==> src/rtl/core/assert_macros.svh <==
// Concurrent assertion helpers used by the RTL.
`ifndef ASSERT_MACROS_SVH
`define ASSERT_MACROS_SVH

// Same-cycle implication.
`define ASSERT_IMP(label, clk, rst_n, ante, cons) \
	label: assert property (@(posedge clk) disable iff (!rst_n) (ante) |-> (cons)) \
		else $error("same-cycle implication violated");

// Next-cycle implication.
`define ASSERT_NXT(label, clk, rst_n, ante, cons) \
	label: assert property (@(posedge clk) disable iff (!rst_n) (ante) |=> (cons)) \
		else $error("next-cycle implication violated");

`endif

==> src/rtl/core/iiee_pkg.sv <==
package iiee_pkg;

	localparam logic [7:0] CH_SPACE = 8'h20;
	localparam logic [7:0] CH_STAR  = 8'h2A;
	localparam logic [7:0] CH_PLUS  = 8'h2B;
	localparam logic [7:0] CH_MINUS = 8'h2D;
	localparam logic [7:0] CH_SLASH = 8'h2F;
	localparam logic [7:0] CH_ZERO  = 8'h30;
	localparam logic [7:0] CH_NINE  = 8'h39;
	localparam logic [7:0] CH_EQUAL = 8'h3D;

	// pending multiplicative operator of the current term
	typedef enum logic [1:0] {
		MP_NONE,
		MP_MUL,
		MP_DIV
	} mp_t;

	// operator character being processed
	typedef enum logic [2:0] {
		CLS_MUL,
		CLS_DIV,
		CLS_PLUS,
		CLS_MINUS,
		CLS_EQUAL
	} cls_t;

	typedef enum logic {
		MD_MUL,
		MD_DIV
	} md_op_t;

	typedef struct packed {
		logic   start;
		md_op_t op;
	} md_req_t;

	typedef struct packed {
		logic busy;
		logic done;
	} md_sts_t;

endpackage

==> src/rtl/core/iiee_char_if.sv <==
interface iiee_char_if;
	logic       valid;
	logic       ready;
	logic [7:0] char_code;

	modport source (output valid, output char_code, input ready);
	modport sink (input valid, input char_code, output ready);
endinterface

==> src/rtl/core/iiee_result_if.sv <==
interface iiee_result_if;
	logic               valid;
	logic               ready;
	logic signed [31:0] value;
	logic               div_by_zero;

	modport source (output valid, output value, output div_by_zero, input ready);
	modport sink (input valid, input value, input div_by_zero, output ready);
endinterface

==> src/rtl/core/iiee_muldiv.sv <==
module iiee_muldiv #(
	parameter int WORD_BITS = 32
) (
	input  logic                   clk,
	input  logic                   arst_n,
	input  iiee_pkg::md_req_t      req,
	input  logic [WORD_BITS-1:0]   a,
	input  logic [WORD_BITS-1:0]   b,
	output iiee_pkg::md_sts_t      sts,
	output logic [WORD_BITS-1:0]   result
);
	import iiee_pkg::*;

	localparam int CNT_W = $clog2(WORD_BITS);
	localparam logic [CNT_W-1:0] CNT_LAST = CNT_W'(WORD_BITS - 1);

	// acc: product or partial remainder; x: multiplicand or dividend/quotient;
	// y: multiplier or divisor
	logic [WORD_BITS-1:0] acc_q, x_q, y_q;
	logic [CNT_W-1:0]     cnt_q;
	logic                 busy_q, done_q;
	md_op_t               op_q;

	logic [WORD_BITS+1:0] add_a, add_b, add_sum;
	logic                 cin;
	logic                 ge;

	always_comb begin
		if (op_q == MD_MUL) begin
			add_a = {2'b00, acc_q};
			add_b = {2'b00, x_q};
			cin   = 1'b0;
		end else begin
			add_a = {1'b0, acc_q, x_q[WORD_BITS-1]};
			add_b = ~{2'b00, y_q};
			cin   = 1'b1;
		end
		add_sum = add_a + add_b + {{(WORD_BITS+1){1'b0}}, cin};
		// top bit of the subtract is the borrow: clear when shifted remainder >= divisor
		ge = !add_sum[WORD_BITS+1];
	end

	always_ff @(posedge clk or negedge arst_n) begin
		if (!arst_n) begin
			busy_q <= 1'b0;
			done_q <= 1'b0;
			cnt_q  <= '0;
			op_q   <= MD_MUL;
		end else begin
			done_q <= 1'b0;
			if (!busy_q && req.start) begin
				busy_q <= 1'b1;
				cnt_q  <= '0;
				op_q   <= req.op;
			end else if (busy_q) begin
				cnt_q <= cnt_q + 1'b1;
				if (cnt_q == CNT_LAST) begin
					busy_q <= 1'b0;
					done_q <= 1'b1;
				end
			end
		end
	end

	always_ff @(posedge clk) begin
		if (!busy_q && req.start) begin
			acc_q <= '0;
			x_q   <= a;
			y_q   <= b;
		end else if (busy_q) begin
			if (op_q == MD_MUL) begin
				if (y_q[0])
					acc_q <= add_sum[WORD_BITS-1:0];
				x_q <= {x_q[WORD_BITS-2:0], 1'b0};
				y_q <= {1'b0, y_q[WORD_BITS-1:1]};
			end else begin
				if (ge) begin
					acc_q <= add_sum[WORD_BITS-1:0];
					x_q   <= {x_q[WORD_BITS-2:0], 1'b1};
				end else begin
					acc_q <= {acc_q[WORD_BITS-2:0], x_q[WORD_BITS-1]};
					x_q   <= {x_q[WORD_BITS-2:0], 1'b0};
				end
			end
		end
	end

	assign sts.busy = busy_q;
	assign sts.done = done_q;
	assign result   = (op_q == MD_MUL) ? acc_q : x_q;

endmodule

==> src/rtl/core/infix_integer_expression_evaluator.sv <==
// Streaming evaluator for integer infix expressions over + - * / with the
// usual precedence, one character per transaction. An operator is folded in
// a fold state and a post state, with a wait state between them when a
// multiply or divide is pending on the current term (but not when the pending
// divide has a zero divisor): the pending operation runs on a single shared
// shift-add / restoring-divide unit that retires one bit per cycle. Input is
// not ready while an operator is being folded. The result of '=' goes to an
// output register; the next expression is accepted while it waits, and only
// a second '=' stalls until the first result is taken.
// Arithmetic wraps at WORD_BITS bits; value carries the low 32 bits of the
// wrapped sum, zero-extended when WORD_BITS is below 32.
module infix_integer_expression_evaluator #(
	parameter int WORD_BITS = 32
) (
	input  logic          clk,
	input  logic          arst_n,
	iiee_char_if.sink     chars,
	iiee_result_if.source results
);
	import iiee_pkg::*;

	localparam logic [2:0] ST_IDLE = 3'd0;
	localparam logic [2:0] ST_FOLD = 3'd1;
	localparam logic [2:0] ST_WAIT = 3'd2;
	localparam logic [2:0] ST_POST = 3'd3;

	logic [2:0]           state_q;
	logic [WORD_BITS-1:0] sum_q, term_q, operand_q;
	logic                 add_neg_q, closed_q, div_err_q, qneg_q;
	mp_t                  mulp_q;
	cls_t                 cls_q;
	logic                 out_valid_q, out_flag_q;
	logic [31:0]          out_value_q;

	md_req_t              md_req;
	md_sts_t              md_sts;
	logic [WORD_BITS-1:0] md_a, md_b, md_res;

	logic                 in_fire, is_digit, out_free;
	logic [3:0]           digit;
	logic [WORD_BITS-1:0] operand_next, sum_next, term_abs, operand_abs;
	logic [WORD_BITS+31:0] sum_ext;

	assign chars.ready = (state_q == ST_IDLE);
	assign in_fire     = chars.valid && chars.ready;
	assign is_digit    = (chars.char_code >= CH_ZERO) && (chars.char_code <= CH_NINE);
	assign digit       = 4'(chars.char_code - CH_ZERO);
	assign operand_next = {operand_q[WORD_BITS-4:0], 3'b000}
		+ {operand_q[WORD_BITS-2:0], 1'b0}
		+ {{(WORD_BITS-4){1'b0}}, digit};

	assign term_abs    = term_q[WORD_BITS-1] ? -term_q : term_q;
	assign operand_abs = operand_q[WORD_BITS-1] ? -operand_q : operand_q;
	assign sum_next    = add_neg_q ? (sum_q - term_q) : (sum_q + term_q);
	assign sum_ext     = {32'd0, sum_next};
	assign out_free    = !out_valid_q || results.ready;

	always_comb begin
		md_req.start = 1'b0;
		md_req.op    = MD_MUL;
		md_a         = term_q;
		md_b         = operand_q;
		if (state_q == ST_FOLD) begin
			if (mulp_q == MP_MUL) begin
				md_req.start = 1'b1;
			end else if (mulp_q == MP_DIV && operand_q != '0) begin
				md_req.start = 1'b1;
				md_req.op    = MD_DIV;
				md_a         = term_abs;
				md_b         = operand_abs;
			end
		end
	end

	iiee_muldiv #(
		.WORD_BITS(WORD_BITS)
	) u_muldiv (
		.clk    (clk),
		.arst_n (arst_n),
		.req    (md_req),
		.a      (md_a),
		.b      (md_b),
		.sts    (md_sts),
		.result (md_res)
	);

	always_ff @(posedge clk or negedge arst_n) begin
		if (!arst_n) begin
			state_q     <= ST_IDLE;
			sum_q       <= '0;
			term_q      <= '0;
			operand_q   <= '0;
			add_neg_q   <= 1'b0;
			closed_q    <= 1'b0;
			div_err_q   <= 1'b0;
			qneg_q      <= 1'b0;
			mulp_q      <= MP_NONE;
			cls_q       <= CLS_PLUS;
			out_valid_q <= 1'b0;
		end else begin
			if (results.ready)
				out_valid_q <= 1'b0;
			unique case (state_q)
				ST_IDLE: begin
					if (in_fire) begin
						if (is_digit) begin
							if (!closed_q)
								operand_q <= operand_next;
						end else begin
							unique case (chars.char_code)
								CH_SPACE: ;
								CH_STAR: begin
									cls_q   <= CLS_MUL;
									state_q <= ST_FOLD;
								end
								CH_SLASH: begin
									cls_q   <= CLS_DIV;
									state_q <= ST_FOLD;
								end
								CH_PLUS: begin
									cls_q   <= CLS_PLUS;
									state_q <= ST_FOLD;
								end
								CH_MINUS: begin
									cls_q   <= CLS_MINUS;
									state_q <= ST_FOLD;
								end
								CH_EQUAL: begin
									cls_q   <= CLS_EQUAL;
									state_q <= ST_FOLD;
								end
								default: closed_q <= 1'b1;
							endcase
						end
					end
				end
				ST_FOLD: begin
					operand_q <= '0;
					closed_q  <= 1'b0;
					qneg_q    <= term_q[WORD_BITS-1] ^ operand_q[WORD_BITS-1];
					case (mulp_q)
						MP_MUL: state_q <= ST_WAIT;
						MP_DIV: begin
							if (operand_q == '0) begin
								div_err_q <= 1'b1;
								state_q   <= ST_POST;
							end else begin
								state_q <= ST_WAIT;
							end
						end
						default: begin
							term_q  <= operand_q;
							state_q <= ST_POST;
						end
					endcase
				end
				ST_WAIT: begin
					if (md_sts.done) begin
						if (mulp_q == MP_DIV && qneg_q)
							term_q <= -md_res;
						else
							term_q <= md_res;
						state_q <= ST_POST;
					end
				end
				ST_POST: begin
					case (cls_q) inside
						CLS_MUL: begin
							mulp_q  <= MP_MUL;
							state_q <= ST_IDLE;
						end
						CLS_DIV: begin
							mulp_q  <= MP_DIV;
							state_q <= ST_IDLE;
						end
						CLS_PLUS, CLS_MINUS: begin
							sum_q     <= sum_next;
							term_q    <= '0;
							mulp_q    <= MP_NONE;
							add_neg_q <= (cls_q == CLS_MINUS);
							state_q   <= ST_IDLE;
						end
						default: begin
							// wait for the output register before emitting
							if (out_free) begin
								out_valid_q <= 1'b1;
								sum_q       <= '0;
								term_q      <= '0;
								mulp_q      <= MP_NONE;
								add_neg_q   <= 1'b0;
								div_err_q   <= 1'b0;
								state_q     <= ST_IDLE;
							end
						end
					endcase
				end
				default: state_q <= ST_IDLE;
			endcase
		end
	end

	always_ff @(posedge clk) begin
		if (state_q == ST_POST && cls_q == CLS_EQUAL && out_free) begin
			out_value_q <= sum_ext[31:0];
			out_flag_q  <= div_err_q;
		end
	end

	assign results.valid       = out_valid_q;
	assign results.value       = out_value_q;
	assign results.div_by_zero = out_flag_q;

`include "assert_macros.svh"

	`ASSERT_IMP(a_unit_busy_in_wait, clk, arst_n, md_sts.busy, state_q == ST_WAIT)
	`ASSERT_NXT(a_done_to_post, clk, arst_n, (state_q == ST_WAIT) && md_sts.done,
		state_q == ST_POST)
	`ASSERT_NXT(a_fold_clears_operand, clk, arst_n, state_q == ST_FOLD,
		(operand_q == '0) && !closed_q)
	`ASSERT_NXT(a_emit_clears_state, clk, arst_n,
		(state_q == ST_POST) && (cls_q == CLS_EQUAL) && out_free,
		out_valid_q && (sum_q == '0) && (term_q == '0) && !div_err_q)

endmodule

==> src/flat_wrapper.sv <==
// flat-port wrapper written by rule: the top's interface ports become plain ports
module infix_integer_expression_evaluator_flat import iiee_pkg::*;
#(
	parameter int WORD_BITS = 32
)
  (clk, arst_n, chars_valid, chars_char_code, chars_ready, results_valid, results_value, results_div_by_zero, results_ready);
  iiee_char_if chars_i ();
  iiee_result_if results_i ();
  input  logic clk;
  input  logic arst_n;
  input wire logic [$bits(chars_i.valid)-1:0] chars_valid;
  input wire logic [$bits(chars_i.char_code)-1:0] chars_char_code;
  output wire logic [$bits(chars_i.ready)-1:0] chars_ready;
  output wire logic [$bits(results_i.valid)-1:0] results_valid;
  output wire logic [$bits(results_i.value)-1:0] results_value;
  output wire logic [$bits(results_i.div_by_zero)-1:0] results_div_by_zero;
  input wire logic [$bits(results_i.ready)-1:0] results_ready;
  assign chars_i.valid = chars_valid;
  assign chars_i.char_code = chars_char_code;
  assign chars_ready = chars_i.ready;
  assign results_valid = results_i.valid;
  assign results_value = results_i.value;
  assign results_div_by_zero = results_i.div_by_zero;
  assign results_i.ready = results_ready;
  infix_integer_expression_evaluator #(.WORD_BITS(WORD_BITS)) u_core (.clk(clk), .arst_n(arst_n), .chars(chars_i), .results(results_i));
endmodule
==> config.mk <==
export PLATFORM = sky130hd
export DESIGN_NAME = infix_integer_expression_evaluator_flat
export DESIGN_NICKNAME = d
export VERILOG_FILES = /design/src/rtl/core/iiee_pkg.sv /design/src/rtl/core/iiee_char_if.sv /design/src/rtl/core/iiee_result_if.sv /design/src/rtl/core/iiee_muldiv.sv /design/src/rtl/core/infix_integer_expression_evaluator.sv /design/src/flat_wrapper.sv
export VERILOG_INCLUDE_DIRS = /design/src /design/src/rtl/core
export SDC_FILE = /design/constraint.sdc
export NUM_CORES = 1
export LEC_CHECK = 0
export BUFFER_PORTS_ARGS = -buffer_cell sky130_fd_sc_hd__buf_4
export CORE_MARGIN = 8
export CORE_UTILIZATION = 55
export CTS_CLUSTER_SIZE = 8
export DETAILED_ROUTE_END_ITERATION = 10
export GPL_ROUTABILITY_DRIVEN = 1
export GPL_TIMING_DRIVEN = 0
export PLACE_DENSITY = 0.82
export SETUP_SLACK_MARGIN = 0.5
export SLEW_MARGIN = 20
export SYNTH_ARGS = -nofsm -noshare
export SYNTH_HDL_FRONTEND = slang
export SYNTH_SLANG_ARGS = --single-unit
==> constraint.sdc <==
create_clock -name clk -period 6.3 [get_ports clk]
set_clock_uncertainty 0.1 [all_clocks]
set_input_delay 0.63 -clock clk [delete_from_list [all_inputs] [get_ports clk]]
set_output_delay 0.63 -clock clk [all_outputs]
set_load 0.1 [all_outputs]
### Word level (Yosys, flattened, before mapping)

Cells that the tools add are included.

| storage, ports and cells | value |
|---|---|
| input bits | 12 |
| logic and storage cells | 189 |
| output and inout port bits | 35 |
| register bits | 246 |

| cells by class | value |
|---|---|
| reductions and logical operators | 36 |
| equal/unequal tests | 33 |
| bitwise gates (word level) | 5 |
| $add $sub $neg | 11 |
| mux-type cells | 82 |
| order comparisons | 2 |

Operators with widths:

| operator | count |
|---|---|
| 32-bit two-way mux | 29 |
| 32-bit negator | 3 |
| 32-bit case mux with 3 select lines | 1 |
| 32-bit adder | 2 |
| 32-bit case mux with 2 select lines | 1 |
| 8-bit by 6-bit == test with 1-bit output (second input constant) | 6 |
| 34-bit by 1-bit adder with 34-bit output | 1 |
| 34-bit adder | 1 |
| 34-bit two-way mux | 1 |
| 32-bit inverter with 34-bit output | 1 |
| 33-bit two-way mux | 1 |
| 32-bit by 4-bit adder with 32-bit output | 1 |
| 32-bit zero test | 1 |
| 32-bit nonzero test | 1 |
| 32-bit subtractor | 1 |
| 1-bit two-way mux | 28 |
| 2-bit inequality test (second input constant) | 13 |
| 3-bit two-way mux | 8 |
| 4-bit AND reduction | 4 |
| 3-bit case mux with 5 select lines | 1 |
| 3-bit by 2-bit == test with 1-bit output (second input constant) | 4 |
| 2-bit two-way mux | 6 |
| 3-bit case mux with 4 select lines | 1 |
| 5-bit two-way mux | 2 |
| 31 further kinds | 51 |

### Depth between registers and ports, before layout

Gate-level depths: netlist (run 1).

| depth | value |
|---|---|
| word-level depth | 8 |
| gate-level depth with buffers | 26 |
| mapped depth without buffers | 20 |

### Modules after synthesis

From an unflattened synthesis (run 1), not the netlist that was laid out.

| second synthesis, totals | value |
|---|---|
| cell total of the unflattened synthesis | 2289 |
| area, all modules | 18645.4 µm² |

By module, submodules not included:

| module | cells each | seq. area each (µm²) | area an instance (µm²) | times used |
|---|---|---|---|---|
| infix_integer_expression_evaluator | 1323 | 3694.8 | 11494.8 | 1 |
| iiee_muldiv | 966 | 2762.6 | 7150.6 | 1 |

### Worst setup path after synthesis (run 1)

Ideal clock, no wire load.

| timing path | value |
|---|---|
| path type | register to register |
| start | register u_core.u_muldiv.op_q |
| end | register u_core.u_muldiv.acc_q[30] |
| buffers on the path | 6 |
| slack | 0.213 ns |
| library setup time | 0.116 ns |
| cell stages (with the launch flop) | 23 |
| arrival | 5.872 ns |
| period minus slack after synthesis | 6.087 ns |
| required time | 6.084 ns |
| cell sequence | dfrtp_1 buf_2 clkbuf_1 buf_2 buf_1 clkbuf_1 buf_1 mux2_2 ha_1 a21o_1 a21oi_1 a21oi_1 o41ai_1 o22ai_1 o21ai_0 o221ai_1 nand4_1 a21oi_1 ha_1 nand2_1 nand2_1 or4_1 and3_1 |

| between the ends | value |
|---|---|
| word-level cells in the longest chain between the ends | 5 |
| elaborated cells on any way between the ends | 10 |
| those cells by class | add/sub (2); mux (6); reduce/logical (2) |

Ends and longest elaborated chain:

| element | line | text |
|---|---|---|
| start, declared | iiee_muldiv.sv:22 | `md_op_t op_q;` |
| start signal, assigned | iiee_muldiv.sv:54 | `op_q <= req.op;` |
| 33-bit two-way mux / 34-bit two-way mux (equally long branches) | iiee_muldiv.sv:29 | `if (op_q == MD_MUL) begin` |
| 34-bit adder | iiee_muldiv.sv:38 | `add_sum = add_a + add_b + {{(WORD_BITS+1){1'b0}}, cin};` |
| 34-bit by 1-bit adder with 34-bit output | iiee_muldiv.sv:38 |  |
| 32-bit two-way mux (on tied branches) | iiee_muldiv.sv:72, iiee_muldiv.sv:77 |  |
| 32-bit two-way mux | iiee_muldiv.sv:71 | `if (op_q == MD_MUL) begin` |
| end signal, assigned | iiee_muldiv.sv:73 | `acc_q <= add_sum[WORD_BITS-1:0];` |
| end signal, assigned | iiee_muldiv.sv:78 | `acc_q <= add_sum[WORD_BITS-1:0];` |
| end signal, assigned | iiee_muldiv.sv:81 | `acc_q <= {acc_q[WORD_BITS-2:0], x_q[WORD_BITS-1]};` |
| end, declared | iiee_muldiv.sv:19 | `logic [WORD_BITS-1:0] acc_q, x_q, y_q;` |

Parallel ways exist; a longest one is shown, timed or not. The select of a mux whose other input is x is not followed.
A chain may end at the register's enable or synchronous reset.

### Final worst setup path (run 1)

Same ends and word-level chain as after synthesis.

==> impl_metrics.json, run 1 <==
{
  "dpl.hpwl_mm": 45.71,
  "status": "finished, final reports clean",
  "clkLatencyLatePin_ns": 0.54,
  "routed_wl_mm": 59.12,
  "yosysSeqAreaShare_pct": 34.67,
  "start_kind": "flop",
  "grt_pass1_wl_mm": 92.40,
  "ys_ff_latch": 245,
  "fillCellCount": 2827,
  "nets": 2416,
  "clockBufferDepth": 3,
  "synth.area.top_cells": "edfxtp_1 (16%), dfrtp_1 (15%), ha_1 (8.9%)",
  "drv_cap": 0,
  "synth_nets": 2324,
  "fp.dieH_um": 200.0,
  "fmax_mhz": 178.1,
  "finalCritPeriodShare_pct": 89.11,
  "postSynthCellCount": 2174,
  "grt_pass1_vias": 16710,
  "final_common_cell": "nand2_1",
  "grt_overflow": 0,
  "fp.dieW_um": 200.0,
  "path_clk_slew_ns": 0.05,
  "finalSetupViolations": 0,
  "worstPathMaxFanout": 10,
  "endpoint_kind": "flop",
  "ys.flop_type": "dfrtp_1",
  "final_core_util_pct": 62.42,
  "power.switching_w": 0.004640,
  "yosys_warnings": 0,
  "slew_headroom_pct": 26.95,
  "gp_congestion": 0.9985,
  "hold_end": "u_core.operand_q[0]",
  "p_int_w": 0.005207,
  "worstReg2RegStart": "u_core.u_muldiv.op_q",
  "min_path_cells": 2,
  "first_pass_iters": 6,
  "io_buffers": 46,
  "drt.antenna.violating_nets": 0,
  "cts_tree": "yes",
  "grt_max_degree": 72,
  "syn_area_um2": 18630,
  "r2r_slack_ns": 0.69,
  "mostFrequentLayoutCells": "nand2_1 (245), o21ai_0 (199), a21oi_1 (194)",
  "yosysUniqueCellTypes": 77,
  "grt_util_all_layers_pct": 29.29,
  "final.min_clock_period_ns": 5.614,
  "synth.avg_cell_area_um2": 8.568,
  "synth_top_area_share_pct": 15.64,
  "clockRootBuffer": "clkbuf_16",
  "rsz0062_at_grt": "false",
  "yosys.area.top_type": "edfxtp_1",
  "path_class": "reg2reg",
  "crit_arrival_ns": 5.93,
  "finalMaxSlewViolations": 0,
  "power_w": 0.009846,
  "start_util_pct": 55.69,
  "synth-edff-count": 97,
  "area_delta_synth_final_pct": 12.08,
  "fin_setup_tns_ns": 0,
  "worst_hold_startpoint": "chars_char_code[0]",
  "tightest_slew_ns": 1.086,
  "required_ns": 6.62,
  "r2r_cells": 23,
  "route.detailed.drc": 0,
  "switching_share_pct": 47.12,
  "fin_cells": 2742,
  "power_density_nw_per_um2": 471.6,
  "h-tree-depth": 2,
  "io_pins": 47,
  "via_count": 17420,
  "clock-sinks": 245,
  "ir_drop_mv": 0.2550,
  "async_flop_share_pct": 47.35,
  "r2r_end": "u_core.u_muldiv.acc_q[30]",
  "initialDrtViolationCount": 1957,
  "dieArea_um2": 40010,
  "hold_path.class": "in2reg",
  "clkPwrFrac_pct": 18.4,
  "row_count": 67,
  "cts_inserted_buffers": 36,
  "placed_cells": 2673,
  "hold_viol": 0,
  "combinationalPowerShare_pct": 55.0,
  "core-area_um2": 33450,
  "drt-vias-per-instance": 6.353,
  "wl_per_cell_um": 21.56,
  "drive_gt1_share_pct": 8.112,
  "antenna_found_initial": 2,
  "p_leak_nw": 9.071,
  "seqPwrFrac_pct": 26.6
}
-- layout make-up --
class / instances / area (µm²) / area share (%)
Tap cell: 448 / 560.5 / 2.685
Sequential cell: 245 / 6459 / 30.94
Clock buffer: 62 / 998.5 / 4.782
Buffer: 117 / 536.8 / 2.571
Antenna cell: 1 / 2.502 / 0.01199
Multi-Input combinational cell: 1755 / 11610 / 55.60
Clock inverter: 3 / 47.55 / 0.2277
Timing Repair Buffer: 54 / 451.7 / 2.163
Inverter: 57 / 214.0 / 1.025
-- layer usage --
layer | vias to the layer above | part of all wire [%] | GRT usage, %
met4 | 2 | 3.5 | 10.27
met5 | - | 0.022 | 0
met1 | 8339 | 40 | 38.61
li1 | 8074 | - | -
met3 | 171 | 9.8 | 6.052
met2 | 833 | 46 | 47.36
-- cells by family after synthesis --
kind of cell / after synthesis / share of synthesized area, %
AND/OR/NAND/NOR: 691 / 17.38
buffers and inverters: 174 / 3.641
adder cells (fa/ha/maj): 138 / 9.471
multiplexers: 67 / 3.802
AO/OA/AOI/OAI: 659 / 21.64
flip-flops: 245 / 34.67
XOR/XNOR: 200 / 9.404
-- cell usage after synthesis, types with 8 or more instances --
cell type,number
nand2_1,246
o21ai_0,202
a21oi_1,197
nor2_1,191
ha_1,133
xnor2_1,132
dfrtp_1,115
edfxtp_1,97
clkbuf_1,85
xor2_1,68
a21o_1,61
inv_1,57
nor3_1,51
a22o_1,39
mux2i_1,37
nand3_1,37
nor3b_1,33
dfxtp_1,32
mux2_2,30
and3_1,19
or3_1,19
a211oi_1,18
buf_2,17
nand2b_1,17
o31ai_1,17
a31oi_1,14
buf_1,14
nor2b_1,13
o21ai_1,13
nor4_1,12
and2_1,11
nand4_1,10
o221ai_1,10
o211ai_1,9
o21bai_1,9
o22ai_1,8
or4_1,8
-- metrics by stage --
stage,hold WS [ns],cell area (µm²),worst slack [ns]
2_1_floorplan,0.2344,18640,0.5008
3_3_place_gp,0.3574,19540,-1.502
3_5_place_dp,0.3679,19640,-1.627
4_1_cts,0.2393,20820,0.5051
5_1_grt,0.2523,20880,0.5156
6_report,0.2423,20880,0.6859
-- power groups by stage --
stage | Combinational (W) | Sequential [W] | Clock (W)
floorplan | 0.00384 | 0.00252 | 0
global placement | 0.00502 | 0.00261 | 0
detailed placement | 0.00517 | 0.00262 | 0
CTS | 0.00525 | 0.00260 | 0.00182
global route | 0.00588 | 0.00265 | 0.00188
finish | 0.00541 | 0.00262 | 0.00181
-- flip-flops by register name, summed over array words and instances (netlist names), 2 cells and up --
| register | cells |
|---|---|
| u_core.cls_q | 3 |
| u_core.mulp_q | 2 |
| u_core.operand_q | 32 |
| u_core.results.value | 32 |
| u_core.state_q | 2 |
| u_core.sum_q | 32 |
| u_core.term_q | 32 |
| u_core.u_muldiv.acc_q | 32 |
| u_core.u_muldiv.cnt_q | 5 |
| u_core.u_muldiv.x_q | 32 |
| u_core.u_muldiv.y_q | 32 |
-- worst max-delay path: stages (launching register included) --
cell and delay, ns:
dfrtp_2 0.43, buf_4 0.21, buf_4 0.21, buf_4 0.20
buf_6 0.18, clkbuf_8 0.20, buf_6 0.18, buf_4 0.25
a21oi_1 0.16, ha_1 0.38, and2_1 0.23, nand3_1 0.11
a21oi_2 0.21, o41ai_4 0.14, o22ai_4 0.28, o21ai_4 0.12
o221ai_2 0.25, nand4_1 0.15, a21oi_1 0.19, ha_1 0.29
nand2_4 0.17, nand2_1 0.18, or4_1 0.52, and3_1 0.17
-- worst max path at each step --
stage	to	from	cells past startpoint
global route	u_core.u_muldiv.acc_q[22]	u_core.u_muldiv.op_q	24
finish	u_core.u_muldiv.acc_q[30]	u_core.u_muldiv.op_q	23
floorplan	u_core.u_muldiv.acc_q[30]	u_core.u_muldiv.op_q	23
global placement	u_core.u_muldiv.acc_q[3]	u_core.u_muldiv.op_q	25
detailed placement	u_core.u_muldiv.acc_q[14]	u_core.u_muldiv.op_q	26
CTS	u_core.u_muldiv.acc_q[27]	u_core.u_muldiv.op_q	24
-- what timing repair did --
| item | CTS | global route |
|---|---|---|
| endpoints found under the setup margin | 33 | 34 |
| buffers inserted | 1 | 1 |
| pin swaps | 1 | 2 |
| hold endpoints to repair | 44 | 0 |
| hold buffers | 1 | 0 |
| resized for setup | 40 | 18 |
| cloned | 0 | 0 |
(Power assumes the default switching activity.)
==> run 2: changes to the inputs <==
Settings changed: ABC_AREA set to 1, CORE_MARGIN 8 to 5.
==> run 2 against run 1 <==
Effect of this change:
- fmax rose by 5.6%
- clock power barely moved
- global-route usage rose by 3.9 points
- sequential cell count did not move
- non-clock buffer count fell by 30
- setup slack improved by 0.30 ns
- first-iteration DRC count rose by 27%
- sequential share of layout area fell by 3.3 points
- cell count rose by 40%
- power rose by 21%
- synthesized cell count rose by 47%
- core utilization fell by 1.5 points
- largest cell class unchanged
- largest power group unchanged
==> impl_metrics.json, run 2 <==
{
  "grt_max_degree": 74,
  "drive_gt1_share_pct": 7.407,
  "dpl.hpwl_mm": 57.73,
  "finalSetupViolations": 0,
  "gp_congestion": 1.056,
  "via_count": 22240,
  "power_density_nw_per_um2": 508.9,
  "yosysSeqAreaShare_pct": 30.44,
  "clockRootBuffer": "clkbuf_16",
  "worst_hold_startpoint": "results_ready",
  "yosysUniqueCellTypes": 55,
  "final_core_util_pct": 60.88,
  "fp.dieH_um": 206.4,
  "cts_tree": "yes",
  "synth_top_area_share_pct": 18.05,
  "final_common_cell": "nand2_1",
  "async_flop_share_pct": 47.35,
  "io_pins": 47,
  "ys.flop_type": "dfrtp_1",
  "start_util_pct": 55.27,
  "fin_setup_tns_ns": 0,
  "initialDrtViolationCount": 2486,
  "fmax_mhz": 188.1,
  "clock-sinks": 245,
  "antenna_found_initial": 3,
  "fp.dieW_um": 206.4,
  "yosys-top-cells-count": "nand2_1 (1,020), inv_1 (404), nand3_1 (257)",
  "row_count": 72,
  "grt_pass1_vias": 20370,
  "start_kind": "flop",
  "drt-vias-per-instance": 5.792,
  "path_class": "reg2reg",
  "worstPathMaxFanout": 10,
  "ys_ff_latch": 245,
  "yosys.area.top_type": "nand2_1",
  "p_leak_nw": 11.83,
  "io_buffers": 46,
  "drv_cap": 0,
  "h-tree-depth": 2,
  "postCtsSetupRepairBufs": 0,
  "nets": 3445,
  "synth_most_common_cell": "nand2_1",
  "worstReg2RegStart": "u_core.u_muldiv.op_q",
  "grt_util_all_layers_pct": 33.23,
  "mostFrequentLayoutCells": "nand2_1 (1,020), inv_1 (404), nand3_1 (257)",
  "ir_drop_mv": 0.3560,
  "core-area_um2": 38380,
  "rsz0062_at_grt": "false",
  "route.detailed.drc": 0,
  "postSynthCellCount": 3205,
  "slew_headroom_pct": 39.65,
  "synth-edff-count": 97,
  "syn_area_um2": 21210,
  "r2r_end": "u_core.u_muldiv.acc_q[23]",
  "path_clk_slew_ns": 0.05,
  "tightest_slew_ns": 0.8957,
  "dieArea_um2": 42590,
  "drt.antenna.violating_nets": 0,
  "placed_area_um2": 22300,
  "status": "finished, final reports clean",
  "grt_overflow": 0,
  "cts_inserted_buffers": 36,
  "clockBufferDepth": 3,
  "r2r_cells": 19,
  "required_ns": 6.63,
  "hold_path.class": "in2reg",
  "finalCritPeriodShare_pct": 84.38,
  "first_pass_iters": 7,
  "hold_end": "u_core.results.valid",
  "r2r_slack_ns": 0.98,
  "area_delta_synth_final_pct": 10.15,
  "design_area_um2": 23360,
  "final.min_clock_period_ns": 5.316,
  "crit_arrival_ns": 5.64,
  "synth_nets": 3355,
  "grt_pass1_wl_mm": 110.7,
  "endpoint_kind": "flop",
  "synth.area.top_cells": "nand2_1 (18%), edfxtp_1 (14%), dfrtp_1 (14%)",
  "routed_wl_mm": 72.32,
  "clkLatencyLatePin_ns": 0.54,
  "hold_viol": 0,
  "yosys_warnings": 0,
  "min_path_cells": 4,
  "synth.avg_cell_area_um2": 6.618,
  "finalMaxSlewViolations": 0,
  "wl_per_cell_um": 18.83
}
run 2: changes by cell type in the layout (fill, tap and decap cells not counted), sizes merged, moves of 32 or more:
cell,change
a21o,-51
a22o,-36
clkbuf,-44
inv,+365
mux2i,-37
nand2,+809
nand3,+224
nand4,+32
nor2,+73
nor3b,-33
xnor2,-113
run 2: critical path, cell delays in order (launching register included):
cell      delay (ns)
dfrtp_1         0.43
inv_2           0.17
buf_2           0.26
clkbuf_1        0.37
clkbuf_1        0.47
o21ai_0         0.37
ha_1            0.42
inv_1           0.06
nor3_1          0.25
nand2_1         0.14
o211ai_1        0.27
a21oi_1         0.06
nand2_1         0.15
ha_1            0.26
nand2_1         0.13
clkbuf_1        0.32
clkbuf_1        0.51
nand3_1         0.28
nand2_1         0.11
a21oi_1         0.06
run 2: per-layer routing:
metal,wire (µm),share of wire [%],global-route usage [%]
met1,29830,41,46.33
met2,30600,42,50.47
met3,8558,12,7.359
met4,3308,4.6,12.86
met5,21,0.029,0
run 2: power breakdown:
group	switching, W	internal, W
clock network	0.000751	0.00109
registers	0.000540	0.00233
logic	0.00487	0.00232
run 2: cell type report:
type	instances	area (µm²)
plain buffers	89	476.7
multi-input cells	2448	12700
diodes	1	2.502
inverters	423	1590
flip-flops and latches	245	6457
well taps	518	648.1
clock inverters	3	45.04
clock buffers	61	1005
repair buffers	52	436.7
fillers	3696	15010
run 2: timing repair:
action	CTS	global route
hold buffers	1	0
hold endpoints to repair	42	0
gates resized for setup	0	0
setup endpoints to repair	0	0
run 2: stage by stage:
stage               hold WS (ns)  setup WS (ns)  cells  power (W)
global route              0.3368         0.6431   3839    0.01271
detailed placement        0.3568          1.205   3774   0.009767
floorplan                 0.2344          2.392   3205   0.007751
finish                    0.3035         0.9844   3840    0.01189
global placement          0.3424          1.259   3769   0.009660
CTS                       0.2955          1.193   3839    0.01164
run 2: cells by family (layout without fill, tap and decap cells):
logic type,after synthesis,in the layout,synth area share (%)
AO/OA/AOI/OAI,534,534,14.42
XOR/XNOR,67,67,2.766
adder cells (fa/ha/maj),138,138,8.317
buffers and inverters,512,628,9.745
flip-flops,245,245,30.44
other,0,1,0
AND/OR/NAND/NOR,1709,1709,34.31
run 2: how the worst max path moves through the flow:
| stage | startpoint | to | slack, ns |
|---|---|---|---|
| after floorplan | u_core.results.valid | u_core.results.div_by_zero | 2.39 |
| after global placement | u_core.u_muldiv.op_q | u_core.u_muldiv.acc_q[23] | 1.26 |
| after detailed placement | u_core.u_muldiv.op_q | u_core.u_muldiv.acc_q[23] | 1.20 |
| after CTS | u_core.u_muldiv.op_q | u_core.u_muldiv.acc_q[23] | 1.19 |
| after global routing | u_core.u_muldiv.op_q | u_core.u_muldiv.acc_q[23] | 0.64 |
| final | u_core.u_muldiv.op_q | u_core.u_muldiv.acc_q[23] | 0.98 |
